--- src/sha_pkg.sv ---
// SHA-512/384 shared package: datapath command struct, write-source codes,
// round constants, initial hash values and the sigma functions.
// No dependencies.
package sha_pkg;

    localparam int unsigned WORD_W      = 64;
    localparam int unsigned BLOCK_WORDS = 16;
    localparam int unsigned ROUNDS      = 80;
    localparam int unsigned LEN_W       = 32;
    localparam logic [3:0]  FULL_BYTES  = 4'd8;
    localparam logic [2:0]  LAST_K_512  = 3'd7;
    localparam logic [2:0]  LAST_K_384  = 3'd5;

    // source of a word written into the block buffer
    typedef enum logic [2:0] {
        WR_DATA,
        WR_LAST,
        WR_MARK,
        WR_ZERO,
        WR_LEN
    } t_wr_sel;

    // controller to datapath commands
    typedef struct packed {
        logic             latch;
        logic             wr_en;
        t_wr_sel          wr_sel;
        logic [3:0]       wr_idx;
        logic [LEN_W-1:0] len;
        logic             start;
        logic             round;
        logic [6:0]       rnd;
        logic             add;
        logic             init;
        logic             init_mode;
        logic [2:0]       out_idx;
    } t_dp_cmd;

    function automatic logic [63:0] rotr(input logic [63:0] x, input int unsigned n);
        rotr = (x >> n) | (x << (64 - n));
    endfunction

    function automatic logic [63:0] big_sig0(input logic [63:0] x);
        big_sig0 = rotr(x, 28) ^ rotr(x, 34) ^ rotr(x, 39);
    endfunction

    function automatic logic [63:0] big_sig1(input logic [63:0] x);
        big_sig1 = rotr(x, 14) ^ rotr(x, 18) ^ rotr(x, 41);
    endfunction

    function automatic logic [63:0] sml_sig0(input logic [63:0] x);
        sml_sig0 = rotr(x, 1) ^ rotr(x, 8) ^ (x >> 7);
    endfunction

    function automatic logic [63:0] sml_sig1(input logic [63:0] x);
        sml_sig1 = rotr(x, 19) ^ rotr(x, 61) ^ (x >> 6);
    endfunction

    // initial hash: mode 0 SHA-512, mode 1 SHA-384
    function automatic logic [63:0] init_hash(input logic mode, input logic [2:0] i);
        logic [63:0] v;
        v = '0;
        if (!mode) begin
            case (i)
                3'd0: v = 64'h6a09e667f3bcc908;
                3'd1: v = 64'hbb67ae8584caa73b;
                3'd2: v = 64'h3c6ef372fe94f82b;
                3'd3: v = 64'ha54ff53a5f1d36f1;
                3'd4: v = 64'h510e527fade682d1;
                3'd5: v = 64'h9b05688c2b3e6c1f;
                3'd6: v = 64'h1f83d9abfb41bd6b;
                default: v = 64'h5be0cd19137e2179;
            endcase
        end else begin
            case (i)
                3'd0: v = 64'hcbbb9d5dc1059ed8;
                3'd1: v = 64'h629a292a367cd507;
                3'd2: v = 64'h9159015a3070dd17;
                3'd3: v = 64'h152fecd8f70e5939;
                3'd4: v = 64'h67332667ffc00b31;
                3'd5: v = 64'h8eb44a8768581511;
                3'd6: v = 64'hdb0c2e0d64f98fa7;
                default: v = 64'h47b5481dbefa4fa4;
            endcase
        end
        init_hash = v;
    endfunction

    // round constants
    function automatic logic [63:0] round_k(input logic [6:0] t);
        logic [63:0] k;
        case (t)
            7'd0:  k = 64'h428a2f98d728ae22;  7'd1:  k = 64'h7137449123ef65cd;
            7'd2:  k = 64'hb5c0fbcfec4d3b2f;  7'd3:  k = 64'he9b5dba58189dbbc;
            7'd4:  k = 64'h3956c25bf348b538;  7'd5:  k = 64'h59f111f1b605d019;
            7'd6:  k = 64'h923f82a4af194f9b;  7'd7:  k = 64'hab1c5ed5da6d8118;
            7'd8:  k = 64'hd807aa98a3030242;  7'd9:  k = 64'h12835b0145706fbe;
            7'd10: k = 64'h243185be4ee4b28c;  7'd11: k = 64'h550c7dc3d5ffb4e2;
            7'd12: k = 64'h72be5d74f27b896f;  7'd13: k = 64'h80deb1fe3b1696b1;
            7'd14: k = 64'h9bdc06a725c71235;  7'd15: k = 64'hc19bf174cf692694;
            7'd16: k = 64'he49b69c19ef14ad2;  7'd17: k = 64'hefbe4786384f25e3;
            7'd18: k = 64'h0fc19dc68b8cd5b5;  7'd19: k = 64'h240ca1cc77ac9c65;
            7'd20: k = 64'h2de92c6f592b0275;  7'd21: k = 64'h4a7484aa6ea6e483;
            7'd22: k = 64'h5cb0a9dcbd41fbd4;  7'd23: k = 64'h76f988da831153b5;
            7'd24: k = 64'h983e5152ee66dfab;  7'd25: k = 64'ha831c66d2db43210;
            7'd26: k = 64'hb00327c898fb213f;  7'd27: k = 64'hbf597fc7beef0ee4;
            7'd28: k = 64'hc6e00bf33da88fc2;  7'd29: k = 64'hd5a79147930aa725;
            7'd30: k = 64'h06ca6351e003826f;  7'd31: k = 64'h142929670a0e6e70;
            7'd32: k = 64'h27b70a8546d22ffc;  7'd33: k = 64'h2e1b21385c26c926;
            7'd34: k = 64'h4d2c6dfc5ac42aed;  7'd35: k = 64'h53380d139d95b3df;
            7'd36: k = 64'h650a73548baf63de;  7'd37: k = 64'h766a0abb3c77b2a8;
            7'd38: k = 64'h81c2c92e47edaee6;  7'd39: k = 64'h92722c851482353b;
            7'd40: k = 64'ha2bfe8a14cf10364;  7'd41: k = 64'ha81a664bbc423001;
            7'd42: k = 64'hc24b8b70d0f89791;  7'd43: k = 64'hc76c51a30654be30;
            7'd44: k = 64'hd192e819d6ef5218;  7'd45: k = 64'hd69906245565a910;
            7'd46: k = 64'hf40e35855771202a;  7'd47: k = 64'h106aa07032bbd1b8;
            7'd48: k = 64'h19a4c116b8d2d0c8;  7'd49: k = 64'h1e376c085141ab53;
            7'd50: k = 64'h2748774cdf8eeb99;  7'd51: k = 64'h34b0bcb5e19b48a8;
            7'd52: k = 64'h391c0cb3c5c95a63;  7'd53: k = 64'h4ed8aa4ae3418acb;
            7'd54: k = 64'h5b9cca4f7763e373;  7'd55: k = 64'h682e6ff3d6b2b8a3;
            7'd56: k = 64'h748f82ee5defb2fc;  7'd57: k = 64'h78a5636f43172f60;
            7'd58: k = 64'h84c87814a1f0ab72;  7'd59: k = 64'h8cc702081a6439ec;
            7'd60: k = 64'h90befffa23631e28;  7'd61: k = 64'ha4506cebde82bde9;
            7'd62: k = 64'hbef9a3f7b2c67915;  7'd63: k = 64'hc67178f2e372532b;
            7'd64: k = 64'hca273eceea26619c;  7'd65: k = 64'hd186b8c721c0c207;
            7'd66: k = 64'heada7dd6cde0eb1e;  7'd67: k = 64'hf57d4f7fee6ed178;
            7'd68: k = 64'h06f067aa72176fba;  7'd69: k = 64'h0a637dc5a2c898a6;
            7'd70: k = 64'h113f9804bef90dae;  7'd71: k = 64'h1b710b35131c471b;
            7'd72: k = 64'h28db77f523047d84;  7'd73: k = 64'h32caab7b40c72493;
            7'd74: k = 64'h3c9ebe0a15c9bebc;  7'd75: k = 64'h431d67c49c100d4c;
            7'd76: k = 64'h4cc5d4becb3e42b6;  7'd77: k = 64'h597f299cfc657e2a;
            7'd78: k = 64'h5fcb6fab3ad6faec;  7'd79: k = 64'h6c44198c4a475817;
            default: k = '0;
        endcase
        round_k = k;
    endfunction

endpackage

--- src/sha_ctrl.sv ---
// SHA-512/384 controller: word intake, padding sequence, round count,
// digest output. Depends on sha_pkg.
module sha_ctrl (
    input  logic              i_clk,
    input  logic              i_rst_n,
    input  logic              i_cfg_we,
    input  logic              i_cfg_wdata,
    input  logic              i_in_valid,
    input  logic [3:0]        i_in_valid_bytes,
    input  logic              i_in_last,
    output logic              o_in_ready,
    output logic              o_out_valid,
    input  logic              i_out_ready,
    output logic [2:0]        o_word_index,
    output logic              o_last_word,
    output sha_pkg::t_dp_cmd  o_cmd
);

    typedef enum logic [3:0] {
        S_IDLE, S_WRITE, S_MARK, S_PADCHK, S_FILL1, S_FILL2,
        S_START, S_ROUND, S_ADD, S_OUT
    } t_state;

    typedef enum logic [1:0] {
        R_IDLE, R_MARK, R_FILL2, R_OUT
    } t_ret;

    t_state r_state, n_state;
    t_ret   r_ret, n_ret;
    logic [4:0]  r_idx, n_idx;
    logic [31:0] r_len, n_len;
    logic        r_mode, n_mode;
    logic [6:0]  r_rnd, n_rnd;
    logic [2:0]  r_k, n_k;
    logic        r_last, n_last;
    logic [3:0]  r_nb, n_nb;
    logic [2:0]  last_k;

    assign last_k       = r_mode ? sha_pkg::LAST_K_384 : sha_pkg::LAST_K_512;
    assign o_in_ready   = (r_state == S_IDLE);
    assign o_out_valid  = (r_state == S_OUT);
    assign o_word_index = r_k;
    assign o_last_word  = (r_k == last_k);

    // next state and datapath commands
    always_comb begin
        n_state = r_state; n_ret = r_ret; n_idx = r_idx; n_len = r_len;
        n_mode = r_mode; n_rnd = r_rnd; n_k = r_k; n_last = r_last; n_nb = r_nb;
        o_cmd           = '0;
        o_cmd.wr_sel    = sha_pkg::WR_ZERO;
        o_cmd.wr_idx    = r_idx[3:0];
        o_cmd.len       = r_len;
        o_cmd.rnd       = r_rnd;
        o_cmd.out_idx   = r_k;
        o_cmd.init_mode = r_mode;
        case (r_state)
            S_IDLE: begin
                if (i_in_valid) begin
                    o_cmd.latch = 1'b1;
                    n_last = i_in_last;
                    n_nb = (i_in_valid_bytes > sha_pkg::FULL_BYTES) ? sha_pkg::FULL_BYTES
                                                                    : i_in_valid_bytes;
                    n_state = S_WRITE;
                end
            end
            S_WRITE: begin
                o_cmd.wr_en = 1'b1;
                if (!r_last) begin
                    o_cmd.wr_sel = sha_pkg::WR_DATA;
                    n_len = r_len + 32'd64;
                    if (r_idx == 5'd15) begin
                        n_idx = '0; n_ret = R_IDLE; n_state = S_START;
                    end else begin
                        n_idx = r_idx + 5'd1; n_state = S_IDLE;
                    end
                end else begin
                    o_cmd.wr_sel = sha_pkg::WR_LAST;
                    n_len = r_len + {25'd0, r_nb, 3'd0};
                    if (r_nb != sha_pkg::FULL_BYTES) begin
                        n_idx = r_idx + 5'd1; n_state = S_PADCHK;
                    end else if (r_idx == 5'd15) begin
                        n_idx = '0; n_ret = R_MARK; n_state = S_START;
                    end else begin
                        n_idx = r_idx + 5'd1; n_state = S_MARK;
                    end
                end
            end
            S_MARK: begin
                o_cmd.wr_en = 1'b1;
                o_cmd.wr_sel = sha_pkg::WR_MARK;
                n_idx = r_idx + 5'd1;
                n_state = S_PADCHK;
            end
            S_PADCHK: begin
                // length needs the last two words; spill to an extra block if taken
                n_state = (r_idx >= 5'd15) ? S_FILL1 : S_FILL2;
            end
            S_FILL1: begin
                if (r_idx == 5'd16) begin
                    n_idx = '0; n_ret = R_FILL2; n_state = S_START;
                end else begin
                    o_cmd.wr_en = 1'b1;
                    n_idx = r_idx + 5'd1;
                end
            end
            S_FILL2: begin
                o_cmd.wr_en = 1'b1;
                if (r_idx == 5'd15) begin
                    o_cmd.wr_sel = sha_pkg::WR_LEN;
                    n_idx = '0; n_ret = R_OUT; n_state = S_START;
                end else begin
                    n_idx = r_idx + 5'd1;
                end
            end
            S_START: begin
                o_cmd.start = 1'b1;
                n_rnd = '0;
                n_state = S_ROUND;
            end
            S_ROUND: begin
                o_cmd.round = 1'b1;
                if (r_rnd == 7'(sha_pkg::ROUNDS - 1)) begin
                    n_state = S_ADD;
                end else begin
                    n_rnd = r_rnd + 7'd1;
                end
            end
            S_ADD: begin
                o_cmd.add = 1'b1;
                case (r_ret)
                    R_IDLE:  n_state = S_IDLE;
                    R_MARK:  n_state = S_MARK;
                    R_FILL2: n_state = S_FILL2;
                    default: begin
                        n_k = '0; n_state = S_OUT;
                    end
                endcase
            end
            S_OUT: begin
                if (i_out_ready) begin
                    if (r_k == last_k) begin
                        o_cmd.init = 1'b1;
                        n_idx = '0; n_len = '0; n_state = S_IDLE;
                    end else begin
                        n_k = r_k + 3'd1;
                    end
                end
            end
            default: n_state = S_IDLE;
        endcase
        // mode write restarts the message
        if (i_cfg_we) begin
            n_mode = i_cfg_wdata;
            o_cmd.init = 1'b1;
            o_cmd.init_mode = i_cfg_wdata;
            n_idx = '0;
            n_len = '0;
        end
        // reset loads the SHA-512 initial hash
        if (!i_rst_n) begin
            o_cmd.init      = 1'b1;
            o_cmd.init_mode = 1'b0;
        end
    end

    // state and registered control
    always_ff @(posedge i_clk) begin
        if (!i_rst_n) begin
            r_state <= S_IDLE; r_ret <= R_IDLE; r_idx <= '0; r_len <= '0;
            r_mode <= 1'b0; r_rnd <= '0; r_k <= '0; r_last <= 1'b0; r_nb <= '0;
        end else begin
            r_state <= n_state; r_ret <= n_ret; r_idx <= n_idx; r_len <= n_len;
            r_mode <= n_mode; r_rnd <= n_rnd; r_k <= n_k; r_last <= n_last; r_nb <= n_nb;
        end
    end

`ifndef SYNTHESIS
    a_no_overlap: assert property (@(posedge i_clk) disable iff (!i_rst_n)
        !(o_in_ready && o_out_valid)) else $error("input and output active together");
    a_rnd_range: assert property (@(posedge i_clk) disable iff (!i_rst_n)
        (r_state == S_ROUND) |-> (r_rnd < 7'(sha_pkg::ROUNDS)))
        else $error("round counter out of range");
    a_idx_range: assert property (@(posedge i_clk) disable iff (!i_rst_n)
        r_idx <= 5'd16) else $error("buffer index out of range");
    a_done_idle: assert property (@(posedge i_clk) disable iff (!i_rst_n)
        (o_out_valid && i_out_ready && o_last_word) |=> (r_state == S_IDLE && r_len == '0))
        else $error("no restart after final digest word");
`endif

endmodule

--- config.mk ---
export PLATFORM = sky130hd
export DESIGN_NAME = sha_ctrl
export DESIGN_NICKNAME = d
export VERILOG_FILES = /design/src/sha_pkg.sv /design/src/sha_ctrl.sv
export SDC_FILE = /design/constraint.sdc
export NUM_CORES = 1
export LEC_CHECK = 0
export BUFFER_PORTS_ARGS = -buffer_cell sky130_fd_sc_hd__buf_2
export CORE_MARGIN = 5
export CORE_UTILIZATION = 50
export DETAILED_ROUTE_END_ITERATION = 6
export GPL_ROUTABILITY_DRIVEN = 0
export PLACE_DENSITY = 0.74
export SKIP_CTS_REPAIR_TIMING = 1
export SYNTH_ARGS = -nofsm -noshare
export SYNTH_HDL_FRONTEND = slang
export SYNTH_SLANG_ARGS = --single-unit
--- constraint.sdc ---
create_clock -name i_clk -period 3.2 [get_ports i_clk]
set_input_delay 0.32 -clock i_clk [delete_from_list [all_inputs] [get_ports i_clk]]
set_output_delay 0.32 -clock i_clk [all_outputs]
set_load 0.02 [all_outputs]
==> reports/results.ini, run 1 <==
[floorplanning]
io_pins = 73
starting_density_of_the_core_pct = 51.3
die_w_um = 93.5
fp-row-count = 30
design.core.area_mm2 = 0.00679
vertical_extent_of_the_die_um = 93.5
die_area_mm2 = 0.00874

[sta]
setup_total_negative_slack_ns = 0
layout_worst_path_cycle_share_pct = 88.5
worstMarginPinSlew_ns = 0.687
setup_viol = 0
fmax_ghz = 0.353
finalWorstPathRequiredPeriod_ns = 2.83
rsz0062_at_grt = false
worst_hold_slack_ns = 0.232
final_hold_viol_count = 0
max-slew-margin-rel_pct = 53.9
finalClockSkew_ns = 0.0143
slew_viol_final = 0

[worst_setup_path]
crit_path_end = o_cmd[4]
critical_path.max_fanout = 20
r2r_worst_path_depth = 7
critical_path.cell_chain = nand4bb_1 > inv_1 > a21oi_2 > inv_1 > buf_2
reg2reg_setup_slack_ns = 0.73
cp_top_family = buffers and inverters
critical_path.endpoint_type = primary output
cp_num_cells = 5
worst-setup-path-type = flop to primary output
timing.critical_path.slowest_stage_cell = sky130_fd_sc_hd__dfxtp_1
endpoint_of_the_most_critical_register_to_register_path = r_len[28]
timing.rr.start = r_state[3]
cp_num_buf_inv = 3
worstPathArrival_ns = 2.51
critPathMostFrequentCell = sky130_fd_sc_hd__inv_1
worst_setup_sp = r_state[3]
crit_path_start_kind = flop
crit_required_ns = 2.88
largest_stage_delay_worst_path_ns = 0.66

[flow_run]
cap_violations = 0

[yosys]
yosys_register_bits = 56
synth-seq-area-share_pct = 32.1
synth.lib_cells_used.distinct = 68
yosysWarningCount = 0
asyncSetResetFlopFracSynth_pct = 0
synth_edf_count = 0
syn_avg_cell_area_um2 = 7.98
post-synth-top-area-fraction_pct = 32.1
postSynthCellCount = 437
syn-cell-area_mm2 = 0.00349
synth_top_flop_cell = sky130_fd_sc_hd__dfxtp_1
ys_top_cells_by_count = 56 x sky130_fd_sc_hd__dfxtp_1, 37 x sky130_fd_sc_hd__a21oi_1, 36 x sky130_fd_sc_hd__nand2_1, 34 x sky130_fd_sc_hd__nor2_1, 22 x sky130_fd_sc_hd__nand4_1
synth_area_leader_cell = sky130_fd_sc_hd__dfxtp_1
ys_top_cells_by_area = sky130_fd_sc_hd__dfxtp_1 32%, sky130_fd_sc_hd__a21oi_1 5.3%, sky130_fd_sc_hd__ha_1 3.9%
most_used_standard_cell_by_instance_count_after_synthesis = sky130_fd_sc_hd__dfxtp_1

[power]
power.share.switching_pct = 37.4
intPower_uw = 1180
clock_power_share_pct = 25.7
sequentialPowerShare_pct = 40.5
ir_worst_vdd_mv = 0.245
total_leakage_power_uw = 0.00162
cellPowerDensity_mw_per_mm2 = 475
power.combinational.fraction_pct = 33.8
switchingPower_uw = 704
fin_total_pwr_uw = 1880

[clocking]
cts_buffers = 5
insertion_delay_ns = 0.32
clock_tree.htree_level_count = 2
cts_tree = done
cts_sinks = 56
clkSlewWorstSetupHoldPaths_ns = 0.11
clockBufferDepth = 2
clockRootBuffer = sky130_fd_sc_hd__clkbuf_8

[global_routing]
first_pass_grt_wire_length_mm = 15.0
grt_util_all_layers_pct = 20.8
groute.layer.met2.usage_pct = 34.0
vias_in_the_first_global_route = 3171
gr_util_met1_pct = 27.4
antenna_found_initial = 0
grtUsageMet3_pct = 3.94
gr-total-overflow = 0
globalRoute.busiestLayer = met2
grt_max_degree = 24

[detailed_routing]
detailedRoute.firstIterationViolations = 206
wl_per_cell_um = 15.2
via_per_inst = 5.86
ant_nets = 0
routed_wl_mm = 8.98
dr_total_vias = 3464
drt_first_pass_iters = 4
post-route-drc-count = 0

[final_layout]
fillers = 647
design.final.nets = 517
drive_gt1_share_pct = 21.2
sequential_cell_area_mm2 = 0.00112
antenna-diode-count = 0
area_growth_pct = 13.7
multiInputGateArea_mm2 = 0.00213

[run_status]
status = completed

[hold_path]
min-delay-path-class = input pin to flop

[placed_design]
dpl.hpwl_mm = 6.63
place.port_buffers = 69

==> registers in the layout, summed over array words and instances (netlist names) <==
name	count
r_len	29
r_last	1
r_idx	5
r_nb	4
r_mode	1
o_word_index	3
r_ret	2
r_state	4
r_rnd	7
==> power groups by stage <==
stage          Combinational, uW  Clock (uW)  Sequential [uW]
2_1_floorplan                474           0              771
3_3_place_gp                 614           0              775
3_5_place_dp                 628           0              777
4_1_cts                      633         494              762
5_1_grt                      709         520              768
6_report                     637         484              763
==> worst min-delay path by stage <==
stage	startpoint	end	slack, ns	depth (start not counted)
after floorplan	r_nb[3]	r_nb[3]	0.45	2
after detailed placement	r_len[3]	r_len[3]	0.46	2
after global placement	r_len[3]	r_len[3]	0.46	2
final	i_in_last	r_last	0.23	3
after global routing	i_in_last	r_last	0.24	3
after CTS	i_in_last	r_last	0.22	3
==> cells in the final DEF (no fill, tap or decap), types with 12 or more instances in the layout <==
master,synthesis,layout
sky130_fd_sc_hd__inv_1,20,20
sky130_fd_sc_hd__a21oi_1,37,37
sky130_fd_sc_hd__dfxtp_1,56,56
sky130_fd_sc_hd__and3_1,12,12
sky130_fd_sc_hd__nand3_1,15,15
sky130_fd_sc_hd__nand4_1,22,22
sky130_fd_sc_hd__nand2_1,36,36
sky130_fd_sc_hd__o21ai_0,19,19
sky130_fd_sc_hd__nor2_1,34,34
sky130_fd_sc_hd__buf_2,9,69
==> metal layers <==
metal | vias to the layer above | share of wire [%] | wire [um]
li1 | 1712 | - | -
met1 | 1633 | 46 | 4130
met2 | 107 | 47 | 4230
met3 | 12 | 5.5 | 497
met4 | 0 | 1.3 | 119
met5 | - | 0 | 0
==> cell families after synthesis <==
kind of cell             after synthesis  share of synthesized area [%]
multiplexers                          10                           2.94
buffers and inverters                 49                           6.89
XOR/XNOR                              11                           2.76
AND/OR/NAND/NOR                      194                           31.6
adder cells (fa/ha/maj)               12                           4.52
other                                  1                          0.108
AO/OA/AOI/OAI                        104                           19.0
flip-flops                            56                           32.1
==> layout make-up <==
type,instances,share of cell area (%)
clock buffers,5,1.74
clock inverters,3,1.17
inverters,21,1.99
multi-input cells,334,53.8
flip-flops and latches,56,28.3
well taps,96,3.03
repair buffers,76,10.0
==> tightest hold or removal path, stage by stage <==
cell and delay [ns]:
sky130_fd_sc_hd__buf_2 0.09, sky130_fd_sc_hd__nand2_1 0.04, sky130_fd_sc_hd__a21oi_1 0.05
==> stage by stage <==
step / util [%] / instances / setup slack, ns / cell area (um^2)
after floorplan: - / 439 / 0.976 / 3490
after global placement: 56.7 / 583 / 0.869 / 3850
after detailed placement: 56.7 / 583 / 0.770 / 3850
after CTS: 58.4 / 591 / 0.412 / 3970
after global routing: 58.4 / 591 / 0.132 / 3970
final: 58.4 / 591 / 0.368 / 3970
No activity file was read; power rests on OpenSTA's default activity.
==> run 2: changes to the inputs <==
Settings changed: ABC_AREA from default to 1, CTS_BUF_LIST from default to sky130_fd_sc_hd__clkbuf_4 sky130_fd_sc_hd__clkbuf_8 sky130_fd_sc_hd__clkbuf_16, PLACE_DENSITY 0.74 to 0.73.
==> reports/results.ini, run 2 <==
[clocking]
clockBufferDepth = 2
cts_buffers = 5
clkSlewWorstSetupHoldPaths_ns = 0.10
clockRootBuffer = sky130_fd_sc_hd__clkbuf_8
insertion_delay_ns = 0.31
cts_sinks = 56
clock_tree.htree_level_count = 2
cts_tree = done

[detailed_routing]
wl_per_cell_um = 12.7
met2_wirelength_mm = 4.25
ant_nets = 0
routed_wl_mm = 9.63
top_layer_used = met4
dr_total_vias = 3969
dr_wl_met3_um = 740
drt_first_pass_iters = 5
detailedRoute.firstIterationViolations = 251
via_per_inst = 5.25
post-route-drc-count = 0
wirelength_met1_mm = 4.52

[floorplanning]
io_pins = 73
die_w_um = 96.5
vertical_extent_of_the_die_um = 96.5
die_area_mm2 = 0.00930
starting_density_of_the_core_pct = 51.5
fp-row-count = 31
design.core.area_mm2 = 0.00725

[global_routing]
grt_max_degree = 25
gr-total-overflow = 0
vias_in_the_first_global_route = 3547
antenna_found_initial = 0
first_pass_grt_wire_length_mm = 16.2
grt_util_all_layers_pct = 21.7

[yosys]
most_used_standard_cell_by_instance_count_after_synthesis = sky130_fd_sc_hd__nand2_1
synth.lib_cells_used.distinct = 38
postSynthCellCount = 595
asyncSetResetFlopFracSynth_pct = 0
yosysWarningCount = 0
syn-cell-area_mm2 = 0.00374
ys_top_cells_by_area = sky130_fd_sc_hd__dfxtp_1 30%, sky130_fd_sc_hd__nand2_1 15%, sky130_fd_sc_hd__nor2_1 9.3%
synth_top_flop_cell = sky130_fd_sc_hd__dfxtp_1
synth-seq-area-share_pct = 30.0
ys_top_cells_by_count = 147 x sky130_fd_sc_hd__nand2_1, 93 x sky130_fd_sc_hd__nor2_1, 76 x sky130_fd_sc_hd__inv_1, 56 x sky130_fd_sc_hd__dfxtp_1
syn_avg_cell_area_um2 = 6.28
synth_area_leader_cell = sky130_fd_sc_hd__dfxtp_1
synth_edf_count = 0
yosys_register_bits = 56
post-synth-top-area-fraction_pct = 30.0

[sta]
finalWorstPathRequiredPeriod_ns = 2.51
final_hold_viol_count = 0
rsz0062_at_grt = false
setup_viol = 0
max-slew-margin-rel_pct = 50.0
fmax_ghz = 0.398
layout_worst_path_cycle_share_pct = 78.6
worstMarginPinSlew_ns = 0.749
setup_total_negative_slack_ns = 0
finalClockSkew_ns = 0.00800
slew_viol_final = 0
worst_hold_slack_ns = 0.234

[worst_setup_path]
r2r_worst_path_depth = 9
critical_path.cell_chain = ha_1 > nand2_1 > nor2_1 > ha_1 > inv_1 > nand2_1 > or3b_2 > buf_2
crit_required_ns = 2.88
timing.critical_path.slowest_stage_cell = sky130_fd_sc_hd__or3b_2
worstPathArrival_ns = 2.19
largest_stage_delay_worst_path_ns = 0.44
crit_path_start_kind = flop
critical_path.max_fanout = 6
critical_path.endpoint_type = primary output
reg2reg_setup_slack_ns = 1.18
worst_setup_sp = r_idx[1]
worst-setup-path-type = flop to primary output
timing.rr.start = r_last
endpoint_of_the_most_critical_register_to_register_path = r_len[21]

[final_layout]
largest_registers = r_len x29, r_rnd x7, r_idx x5
final_cell_count_no_fill = 756
drive_gt1_share_pct = 16.0
fillers = 761
regMostFlops = r_len
area_growth_pct = 13.5
largest_register_ff_count = 29
antenna-diode-count = 0
design.final.nets = 680
final_common_cell = sky130_fd_sc_hd__nand2_1
fin_area_mm2 = 0.00424
layout.cells.most_common_list = 147 x sky130_fd_sc_hd__nand2_1, 93 x sky130_fd_sc_hd__nor2_1, 76 x sky130_fd_sc_hd__inv_1

[placed_design]
numPlacedInstances = 749
placement.cell_area_mm2 = 0.00411
place.port_buffers = 69
dpl.hpwl_mm = 7.56

[flow_run]
cap_violations = 0

[power]
cellPowerDensity_mw_per_mm2 = 455
total_leakage_power_uw = 0.00200
ir_worst_vdd_mv = 0.257
fin_total_pwr_uw = 1930

[hold_path]
min-delay-path-class = input pin to flop
hold_critical_path_depth = 2
holdCritStartpoint = i_cfg_we
whs_endpoint = r_mode

[run_status]
status = completed

[run 2: cell count changes after synthesis, sizes merged, moves of 13 or more]
cell	before	now
a21oi	38	51
inv	20	80
nor2	34	103
nand2	37	153
nand3	17	52
[run 2: cell type report]
type | count | area, um^2 | area share (%)
multi-input cells | 445 | 2220 | 52.3
clock buffers | 5 | 68.8 | 1.62
flip-flops and latches | 56 | 1120 | 26.4
well taps | 99 | 124 | 2.92
clock inverters | 2 | 60.1 | 1.42
inverters | 80 | 303 | 7.14
repair buffers | 69 | 345 | 8.14
[run 2: worst max-delay path by stage]
stage	end	slack (ns)	depth (start not counted)
CTS	o_cmd[51]	0.68	8
finish	o_cmd[51]	0.69	8
global route	o_cmd[51]	0.50	8
detailed placement	r_len[17]	0.88	7
global placement	r_len[13]	1.06	7
floorplan	o_cmd[51]	1.28	7
[run 2: cells by family after synthesis]
group	Yosys count	share of synthesized area, %
AOI/OAI and AO/OA	81	11.8
buffers and inverters	96	10.8
and+or+nand+nor	348	42.8
other	1	0.100
DFF	56	30.0
xor gates and xnor gates	1	0.234
adders and majority gates	12	4.22
[run 2: critical path, delay by kind of cell (launching register included)]
family                     cells  cell delay [ns]
adders and majority gates      2             0.48
buffers and inverters          2             0.25
DFF                            1             0.41
and+or+nand+nor                4             0.75
[run 2: routing by layer]
layer | track usage (%) | up-vias
met2 | 35.1 | 149
met4 | 4.79 | 0
li1 | - | 2026
met5 | 0 | -
met1 | 30.4 | 1784
met3 | 3.41 | 10
[run 2: where the power goes]
part           leakage (uW)  internal [uW]  switching (uW)
sequential         0.000453            731            49.0
combinational       0.00148            187             410
clock             0.0000642            309             243
[run 2: per-stage QoR]
step / worst slack [ns] / utilization (%)
global route: 0.499 / 58.5
floorplan: 1.28 / -
finish: 0.685 / 58.5
CTS: 0.680 / 58.5
detailed placement: 0.881 / 56.7
global placement: 1.06 / 56.7
